<file path="config.mk">
export PLATFORM = sky130hd
export DESIGN_NAME = cest_local_time_converter
export DESIGN_NICKNAME = d
export VERILOG_FILES = /design/src/rtl/core/cest_pkg.sv /design/src/rtl/core/cest_hms_split.sv /design/src/rtl/core/cest_local_time_converter.sv
export SDC_FILE = /design/constraint.sdc
export NUM_CORES = 1
export LEC_CHECK = 0
export ABC_CLOCK_PERIOD_IN_PS = 7500
export CAP_MARGIN = 15
export CORE_MARGIN = 4
export CORE_UTILIZATION = 40
export CTS_CLUSTER_DIAMETER = 50
export CTS_CLUSTER_SIZE = 20
export DETAILED_ROUTE_END_ITERATION = 10
export DONT_BUFFER_PORTS = 1
export HOLD_SLACK_MARGIN = 0.05
export PLACE_DENSITY = 0.61
export SLEW_MARGIN = 20
export SYNTH_ARGS = -nofsm -noshare
export SYNTH_HDL_FRONTEND = slang
export SYNTH_SLANG_ARGS = --single-unit
</file>
<file path="constraint.sdc">
create_clock -name clk -period 7.5 [get_ports clk]
set_clock_uncertainty 0.05 [all_clocks]
set_input_delay 1.125 -clock clk [delete_from_list [all_inputs] [get_ports clk]]
set_output_delay 1.125 -clock clk [all_outputs]
set_load 0.005 [all_outputs]
</file>
<file path="src/rtl/core/cest_pkg.sv">
// ----------------------------------------------------------------------------
// cest_pkg
// Shared types and constants for the CEST local time converter.
// ----------------------------------------------------------------------------
`default_nettype none

package cest_pkg;

	typedef struct packed {
		logic [4:0]  day_of_month;
		logic [3:0]  month_number;
		logic [6:0]  year_in_century;
		logic [26:0] utc_ms;
	} query_t;

	typedef struct packed {
		logic       summer_time;
		logic [4:0] local_hour;
		logic [5:0] local_minute;
		logic [5:0] local_second;
	} result_t;

	localparam logic [26:0] MS_PER_DAY     = 27'd86_400_000;
	localparam logic [26:0] MS_PER_HOUR    = 27'd3_600_000;
	localparam logic [26:0] MS_TWO_HOURS   = 27'd7_200_000;

	localparam logic [3:0]  MONTH_MAR      = 4'd3;
	localparam logic [3:0]  MONTH_OCT      = 4'd10;
	localparam int unsigned MONTHS         = 12;

	// floor(n / 1000) = (n * RECIP_MS) >> 37, exact for n < 2^27
	localparam logic [27:0] RECIP_MS       = 28'd137_438_954;
	// floor(s / 3600) = (s * RECIP_HOUR) >> 29, exact for s < 2^17
	localparam logic [17:0] RECIP_HOUR     = 18'd149_131;
	// floor(r / 60) = (r * RECIP_MIN) >> 18, exact for r < 2^12
	localparam logic [12:0] RECIP_MIN      = 13'd4_370;
	localparam logic [11:0] SEC_PER_HOUR   = 12'd3_600;
	localparam logic [5:0]  SEC_PER_MIN    = 6'd60;

	localparam logic [2:0] MONTH_KEY [MONTHS] = '{
		3'd0, 3'd3, 3'd2, 3'd5, 3'd0, 3'd3, 3'd5, 3'd1, 3'd4, 3'd6, 3'd2, 3'd4
	};

	// Day of the last Sunday of a 31-day month (Sakamoto weekday of the 31st).
	// Year is 2000 + yy; the 2000 offset terms are folded modulo 7 into the constant.
	function automatic logic [4:0] last_sunday(logic [6:0] yy, logic [3:0] m);
		logic [2:0] key;
		logic [7:0] acc;
		logic [4:0] fold1;
		logic [3:0] fold2;
		logic [2:0] dow;
		key   = (m >= 4'd1 && m <= 4'd12) ? MONTH_KEY[m - 4'd1] : 3'd0;
		acc   = 8'(yy) + 8'(yy[6:2]) + 8'(key) + 8'(yy < 7'd100) + 8'd16;
		fold1 = 5'(acc[2:0]) + 5'(acc[5:3]) + 5'(acc[7:6]);
		fold2 = 4'(fold1[2:0]) + 4'(fold1[4:3]);
		dow   = (fold2 >= 4'd7) ? 3'(fold2 - 4'd7) : fold2[2:0];
		return 5'd31 - 5'(dow);
	endfunction

endpackage

`default_nettype wire

</file>
<file path="src/rtl/core/cest_hms_split.sv">
// ----------------------------------------------------------------------------
// cest_hms_split
// Splits local milliseconds of the day into hour, minute and second using
// reciprocal multiplies, at most one multiply per stage, with an output register.
// ----------------------------------------------------------------------------
`default_nettype none

module cest_hms_split (
	input  wire                  clk,
	input  wire                  arst_n,
	input  wire                  tod_valid,
	output logic                 tod_stall,
	input  wire  [26:0]          local_ms,
	input  wire                  summer,
	output logic                 result_valid,
	input  wire                  result_stall,
	output cest_pkg::result_t    result
);
	import cest_pkg::*;

	logic        v_s1, v_s2, v_s3, v_s4, v_s5;
	logic        rdy_s1, rdy_s2, rdy_s3, rdy_s4, rdy_s5, rdy_out;

	logic [26:0] ms_s1;
	logic        sum_s1, sum_s2, sum_s3, sum_s4, sum_s5;
	logic [16:0] secs_s2, secs_s3;
	logic [4:0]  hour_s3, hour_s4, hour_s5;
	logic [11:0] rem_s4, rem_s5;
	logic [5:0]  min_s5;

	logic [54:0] ms_prod;
	logic [34:0] hour_prod;
	logic [16:0] hour_secs;
	logic [11:0] rem_c;
	logic [24:0] min_prod;
	logic [11:0] min_secs;
	logic [11:0] sec_c;

	result_t     out_q;
	logic        out_valid_q;

	assign rdy_out   = !out_valid_q || !result_stall;
	assign rdy_s5    = !v_s5 || rdy_out;
	assign rdy_s4    = !v_s4 || rdy_s5;
	assign rdy_s3    = !v_s3 || rdy_s4;
	assign rdy_s2    = !v_s2 || rdy_s3;
	assign rdy_s1    = !v_s1 || rdy_s2;
	assign tod_stall = !rdy_s1;

	assign ms_prod   = 55'(ms_s1) * 55'(RECIP_MS);
	assign hour_prod = 35'(secs_s2) * 35'(RECIP_HOUR);
	assign hour_secs = 17'(hour_s3) * 17'(SEC_PER_HOUR);
	assign rem_c     = 12'(secs_s3 - hour_secs);
	assign min_prod  = 25'(rem_s4) * 25'(RECIP_MIN);
	assign min_secs  = 12'(min_s5) * 12'(SEC_PER_MIN);
	assign sec_c     = rem_s5 - min_secs;

	always_ff @(posedge clk or negedge arst_n) begin
		if (!arst_n) begin
			v_s1        <= 1'b0;
			v_s2        <= 1'b0;
			v_s3        <= 1'b0;
			v_s4        <= 1'b0;
			v_s5        <= 1'b0;
			out_valid_q <= 1'b0;
		end else begin
			if (rdy_s1)  v_s1        <= tod_valid;
			if (rdy_s2)  v_s2        <= v_s1;
			if (rdy_s3)  v_s3        <= v_s2;
			if (rdy_s4)  v_s4        <= v_s3;
			if (rdy_s5)  v_s5        <= v_s4;
			if (rdy_out) out_valid_q <= v_s5;
		end
	end

	always_ff @(posedge clk) begin
		if (rdy_s1 && tod_valid) begin
			ms_s1  <= local_ms;
			sum_s1 <= summer;
		end
		if (rdy_s2 && v_s1) begin
			secs_s2 <= ms_prod[53:37];
			sum_s2  <= sum_s1;
		end
		if (rdy_s3 && v_s2) begin
			hour_s3 <= hour_prod[33:29];
			secs_s3 <= secs_s2;
			sum_s3  <= sum_s2;
		end
		if (rdy_s4 && v_s3) begin
			hour_s4 <= hour_s3;
			rem_s4  <= rem_c;
			sum_s4  <= sum_s3;
		end
		if (rdy_s5 && v_s4) begin
			hour_s5 <= hour_s4;
			min_s5  <= min_prod[23:18];
			rem_s5  <= rem_s4;
			sum_s5  <= sum_s4;
		end
		if (rdy_out && v_s5) begin
			out_q.summer_time  <= sum_s5;
			out_q.local_hour   <= hour_s5;
			out_q.local_minute <= min_s5;
			out_q.local_second <= sec_c[5:0];
		end
	end

	assign result_valid = out_valid_q;
	assign result       = out_q;

endmodule

`default_nettype wire

</file>
<file path="src/rtl/core/cest_local_time_converter.sv">
// ----------------------------------------------------------------------------
// cest_local_time_converter
// Central European local time (CET/CEST) from a UTC date and time of day.
// ----------------------------------------------------------------------------
// Usage:
//   query channel  : query_valid / query_stall, payload query (day, month,
//                    two-digit year, UTC ms since midnight).
//   result channel : result_valid / result_stall, payload result (summer-time
//                    flag, local hour, minute, second).
//   A transfer happens on a rising edge with valid high and stall low.
//   A query passes from its transfer to result valid through nine
//   registers: the input register, two front stages (day wrap and
//   last-Sunday lookup, summer decision and hour offset), five split stages
//   (local day wrap into the first, then one reciprocal multiply or
//   subtract each) and the output register.
//   Throughput is one query per cycle while query_stall is low; every stage
//   is a short single pass. When the receiver stalls, the result holds and
//   the pipeline keeps filling its empty stages; query_stall rises only once
//   every stage holds an item.
//   Reset empties the pipeline; result_valid is low afterwards. Local time
//   wraps at midnight without changing the date.
// ----------------------------------------------------------------------------
`default_nettype none

module cest_local_time_converter (
	input  wire                  clk,
	input  wire                  arst_n,
	input  wire                  query_valid,
	output logic                 query_stall,
	input  cest_pkg::query_t     query,
	output logic                 result_valid,
	input  wire                  result_stall,
	output cest_pkg::result_t    result
);
	import cest_pkg::*;

	logic        v_s1, v_s2, v_s3;
	logic        rdy_s1, rdy_s2, rdy_s3;
	logic        split_stall;

	query_t      q_s1;
	logic [26:0] ms_s2;
	logic [4:0]  day_s2;
	logic [3:0]  month_s2;
	logic [4:0]  lsun_s2;
	logic [26:0] loc_s3;
	logic        sum_s3;

	logic [26:0] ms_wrap;
	logic        after_one;
	logic        summer_c;
	logic [26:0] loc_raw;
	logic [26:0] loc_wrap;

	assign rdy_s3      = !v_s3 || !split_stall;
	assign rdy_s2      = !v_s2 || rdy_s3;
	assign rdy_s1      = !v_s1 || rdy_s2;
	assign query_stall = !rdy_s1;

	assign ms_wrap = (q_s1.utc_ms >= MS_PER_DAY) ? q_s1.utc_ms - MS_PER_DAY : q_s1.utc_ms;

	assign after_one = ms_s2 >= MS_PER_HOUR;

	always_comb begin
		case (month_s2) inside
			[4'd4:4'd9]: begin
				summer_c = 1'b1;
			end
			MONTH_MAR: begin
				summer_c = (day_s2 > lsun_s2) || ((day_s2 == lsun_s2) && after_one);
			end
			MONTH_OCT: begin
				summer_c = (day_s2 < lsun_s2) || ((day_s2 == lsun_s2) && !after_one);
			end
			default: begin
				summer_c = 1'b0;
			end
		endcase
	end

	assign loc_raw  = ms_s2 + (summer_c ? MS_TWO_HOURS : MS_PER_HOUR);
	assign loc_wrap = (loc_s3 >= MS_PER_DAY) ? loc_s3 - MS_PER_DAY : loc_s3;

	always_ff @(posedge clk or negedge arst_n) begin
		if (!arst_n) begin
			v_s1 <= 1'b0;
			v_s2 <= 1'b0;
			v_s3 <= 1'b0;
		end else begin
			if (rdy_s1) v_s1 <= query_valid;
			if (rdy_s2) v_s2 <= v_s1;
			if (rdy_s3) v_s3 <= v_s2;
		end
	end

	always_ff @(posedge clk) begin
		if (rdy_s1 && query_valid) begin
			q_s1 <= query;
		end
		if (rdy_s2 && v_s1) begin
			ms_s2    <= ms_wrap;
			day_s2   <= q_s1.day_of_month;
			month_s2 <= q_s1.month_number;
			lsun_s2  <= last_sunday(q_s1.year_in_century, q_s1.month_number);
		end
		if (rdy_s3 && v_s2) begin
			loc_s3 <= loc_raw;
			sum_s3 <= summer_c;
		end
	end

	cest_hms_split u_split (
		.clk          (clk),
		.arst_n       (arst_n),
		.tod_valid    (v_s3),
		.tod_stall    (split_stall),
		.local_ms     (loc_wrap),
		.summer       (sum_s3),
		.result_valid (result_valid),
		.result_stall (result_stall),
		.result       (result)
	);

endmodule

`default_nettype wire

</file>
======== After elaboration in Yosys (flattened, before gate mapping) ========
Memory sizes are Yosys's and may differ from the RTL's.
Cells that the tools add are included.
operators by class
  mux-type cells .......................... 10
  reduce and logical (&&, ||, !) cells .... 36
  eq/ne operators ......................... 3
  multiply operators ...................... 5
  add/sub/neg operators ................... 15
  magnitude comparators ................... 12
  bitwise logic cells ..................... 1
operator list
  operator                  count
  $ge A27 B27 Y1 const B    2
  $mux W27                  2
  $sub A27 B27 Y27 const B  2
  $mul A27 B27 Y53 const B  1
  $mul A17 B18 Y34 const B  1
  $add A27 B23 Y27          1
  $ge A27 B22 Y1 const B    1
  $mul A12 B12 Y23 const B  1
  $mux W23                  1
  $logic_and A1 B1 Y1       13
  $logic_not A1 Y1          12
  $mux W3                   4
  $sub A12 B12 Y12          1
  $logic_or A1 B1 Y1        11
  $add A7 B5 Y8             1
  $add A8 B1 Y8             1
  $add A8 B3 Y8             1
  $add A8 B5 Y8 const B     1
  $ge A4 B3 Y1 const B      2
  $le A4 B4 Y1 const B      2
  $mul A5 B8 Y8 const B     1
  $lt A7 B7 Y1 const B      1
  $mul A6 B4 Y4 const B     1
  $sub A6 B6 Y6             1
  other kinds (15)          17
storage, ports and cells
  logic and storage cells ................. 120
  memory bits (read-only) ................. 48
  input port bits ......................... 47
  output and inout port bits .............. 20
  memories kept ........................... 1
  register bits after elaboration ......... 239
memories
  name             words  bits a word  read ports  clocked after Yosys merged registers in  write ports  RTL line        text
  (no name shown)  16     3            1           0                                        0            cest_pkg.sv:52  key = (m >= 4'd1 && m <= 4'd12) ? MONTH_KEY[m - 4'd1] : 3'd0;

======== Logic depth before layout (Yosys ltp) ========
  depth after elaboration ................. 15
  depth in mapped cells ................... 27
  depth with buffers taken out ............ 26

======== Hierarchy ========
A second synthesis with hierarchy kept.
unflattened totals
  cell total of the unflattened synthesis .. 2351
  area total of the unflattened synthesis .. 26540.5 um2
modules (own cells, without submodules)
  module                     instances  area each (um2)  cells an instance  sequential area each (um2)
  cest_hms_split             1          20561.0          1884               3693.5
  cest_local_time_converter  1          5979.5           467                3378.2

======== Worst setup path before layout ========
No wires, ideal clock.
  kind .................................... flip-flop to flip-flop
  start ................................... reg u_split.ms_s1[25]
  end ..................................... reg u_split.secs_s2[16], data pin
  slack ................................... 1232 ps
  buffers on the path ..................... 0
  data required time ...................... 7170 ps
  setup time .............................. 280 ps
  stages on the path, launching flop included .. 21
  arrival ................................. 5939 ps
  clock period less this slack ............ 6268 ps
  path through ............................ edfxtp_1 inv_1 ha_1 fa_1 inv_1 ha_1 fa_1 fa_1 fa_1 inv_1 fa_1 inv_1 ha_1 nand3_1 or4_4 nor4_2 a2bb2oi_1 a211o_1 and2_4 o211ai_1 o311ai_2
on the way
  word-level cells in the longest chain between the ends .. 1
ends and longest elaborated chain
  element                   RTL line              text
  start: declaration        cest_hms_split.sv:24  logic [26:0] ms_s1;
  start signal: assignment  cest_hms_split.sv:78  ms_s1 <= local_ms;
  $mul A27 B27 Y53          cest_hms_split.sv:50  assign ms_prod = 55'(ms_s1) * 55'(RECIP_MS);
  net u_split.ms_prod[53]   cest_hms_split.sv:31  logic [54:0] ms_prod;
  end signal: assignment    cest_hms_split.sv:82  secs_s2 <= ms_prod[53:37];
  end: declaration          cest_hms_split.sv:26  logic [16:0] secs_s2, secs_s3;
The timed path passes the listed nets, and every way through them passes these cells.
A chain may end at the register's enable or synchronous reset.

======== Final worst setup path ========
Same ends and word-level chain as after synthesis.

==> flow_summary.toml <==
[run_status]
status = "finished clean"

[cts]
cts.clk_slew.worst_paths_ps = 80
htreeDepth = 1
numCtsBuffers = 20
clk_latency_ps = 530
cts_tree = "built"
cts_resized = 0
cts_max_path_buffers = 3
root_buffer = "clkbuf_16"
cts.sinks = 237
hold_buffers = 0
postCtsSetupRepairBufs = 0

[detailed_routing]
post-route-drc-count = 0
vias = 16000
wl_mm = 56.0
vias_per_cell = 4.92
drtIter0Drc = 539
avgRoutedWirePerCell_microns = 17.3
ant_nets = 0
first_pass_iters = 5

[synth]
synthCells = 2355
synth_warnings = 0
synthFlopType = "edfxtp_1"
syn-cell-area_sq_mm = 0.0263
ys_seq_area_share_pct = 26.8
synth_top_area_share_pct = 26.0
synth_seq_cells = 237
synth_edf_count = 228
synthTopCellsByArea = "edfxtp_1, ha_1, fa_1"
yosysMostFrequentCell = "inv_1"
yosysUniqueCellTypes = 66
yosysTopAreaCell = "edfxtp_1"
syn_nets = 3257
synth_common_cells = "inv_1, ha_1, fa_1"
synthArstFlopShare_pct = 3.80
syn_avg_cell_area_sq_um = 11.2

[finish]
synthToLayoutAreaGrowth_pct = 6.90
diodes = 0
nets = 3277
layout-drive-gt1-share_pct = 2.39
layout.cells.non_filler = 3244
ff_latch_area_sq_mm = 0.00707
multi_input_area_sq_mm = 0.0169
fill_cells = 5962
design_area_sq_mm = 0.0282

[sta]
fin_crit_ps = 6890
max_clock_freq_mhz = 145
hold_viol_final = 0
worst_slew_pin_slew_ps = 894
rsz0062_at_grt = "false"
maxSlewViolCount = 0
whs_ps = 231
setup_tns_ps = 0
setup_viol = 0
slew_headroom_pct = 40.1
fin_crit_sh_pct = 91.9

[floorplanning]
die_area_sq_mm = 0.0700
io_pins = 67
dieHeight_microns = 265
die_w_microns = 265
rows = 93
core-area_sq_mm = 0.0648
start_util_pct = 40.7

[placement]
placed_cell_area_sq_mm = 0.0274
finalWeightedCongestion = 0.941
hpwl_mm = 49.6
dp.cells = 3208
port_buffers = 0

[setup_path]
cp.arrival_ps = 7080
path_class = "reg2reg"
worstSetupEndpointType = "flop"
cp_max_fo = 8
required_ps = 7690
crit_path_start_kind = "flop"

[global_route]
grt.overflow.total = 0
grt_pass1_wl_mm = 91.6
grt_max_degree = 44
gr-usage-all-layers_pct = 16.3
antenna_found_initial = 1
grt_pass1_vias = 17300

[run]
cap_violations = 0

[worst_hold_path]
hp-class = "in2async"
layout make-up:
type	instances	area share [%]
repair buffers	5	0.133
multi-input cells	1485	60.0
flip-flops and latches	237	25.1
clock buffers	23	1.82
well taps	855	3.80
clock inverters	13	0.769
inverters	626	8.34
placed cells by master, fill, tap and decap left out, types with 4 or more instances in the layout:
cell type and instances:
nand4_1 11, fa_1 311, a31oi_1 5, nor3_1 22, o21bai_1 7, a211o_1 5
a21oi_1 73, a21boi_0 5, ha_1 544, a311oi_1 6, and2_1 13, and3_1 12
o211ai_1 12, nand2_1 73, nor2_1 72, inv_1 626, o21a_1 12, a2111oi_0 4
nor2b_1 8, nor4_1 10, edfxtp_1 228, buf_4 5, xnor2_1 56, o21ai_0 50
a221oi_1 4, nand2b_1 15, clkbuf_16 20, a21o_1 34, xor2_1 31, a211oi_1 10
nand3_1 25, dfrtp_1 9
stage by stage:
step,utilization (%),worst slack [ps]
3_5_place_dp,42.3,584
4_1_cts,43.5,549
6_report,43.5,610
2_1_floorplan,-,1230
5_1_grt,43.5,344
3_3_place_gp,42.3,722
worst max-delay path: stages, from the launching register on:
cell and delay (ps):
edfxtp_1 570, inv_1 160, ha_1 390, fa_1 570, inv_1 40, ha_1 290, fa_1 540, fa_1 440
fa_1 560, inv_1 70, fa_1 530, inv_1 40, ha_1 340, nand3_1 130, or4_4 570, nor4_2 250
a2bb2oi_1 160, a211o_1 380, and2_4 200, o211ai_1 210, o311ai_2 120
flip-flops by register name (all words and copies together), names as in the netlist, 6 cells and up:
name and flops:
loc_s3 27, u_split.secs_s2 17, u_split.ms_s1 27, u_split.min_s5 6, u_split.result 18, ms_s2 27
u_split.secs_s3 12, q_s1 43, u_split.rem_s5 6, u_split.rem_s4 12
cell families after synthesis:
| kind of cell | after synthesis | synth area share (%) |
|---|---|---|
| flip-flops | 237 | 26.8 |
| AO/OA/AOI/OAI | 255 | 6.32 |
| AND/OR/NAND/NOR | 284 | 5.31 |
| multiplexers | 4 | 0.157 |
| adder cells (fa/ha/maj) | 855 | 49.5 |
| buffers and inverters | 633 | 9.02 |
| XOR/XNOR | 87 | 2.89 |
layer usage:
layer	up-vias	global-route usage, %	routed length (microns)	share of wire (%)
met1	7846	21.9	25800	46
li1	7800	-	-	-
met5	-	0	0	0
met2	251	28.2	26800	48
met3	66	2.40	2070	3.7
met4	0	3.17	1320	2.4
path summary, 6_finish.rpt:
path / start / to / slack, ps / cells after the start
min in group clk: sum_s3 / u_split.sum_s1 / 360 / 0
max in group asynchronous: arst_n / u_split.v_s4 / 7080 / 0
worst min-delay path: arst_n / v_s1 / 230 / 0
worst max register to register: u_split.ms_s1[25] / u_split.secs_s2[16] / 610 / 20
worst min register to register: sum_s3 / u_split.sum_s1 / 360 / 0
worst max-delay path: u_split.ms_s1[25] / u_split.secs_s2[16] / 610 / 20
Power is not shown: default switching activity piles up to over one toggle a cycle in this logic, so the estimate is an artifact.
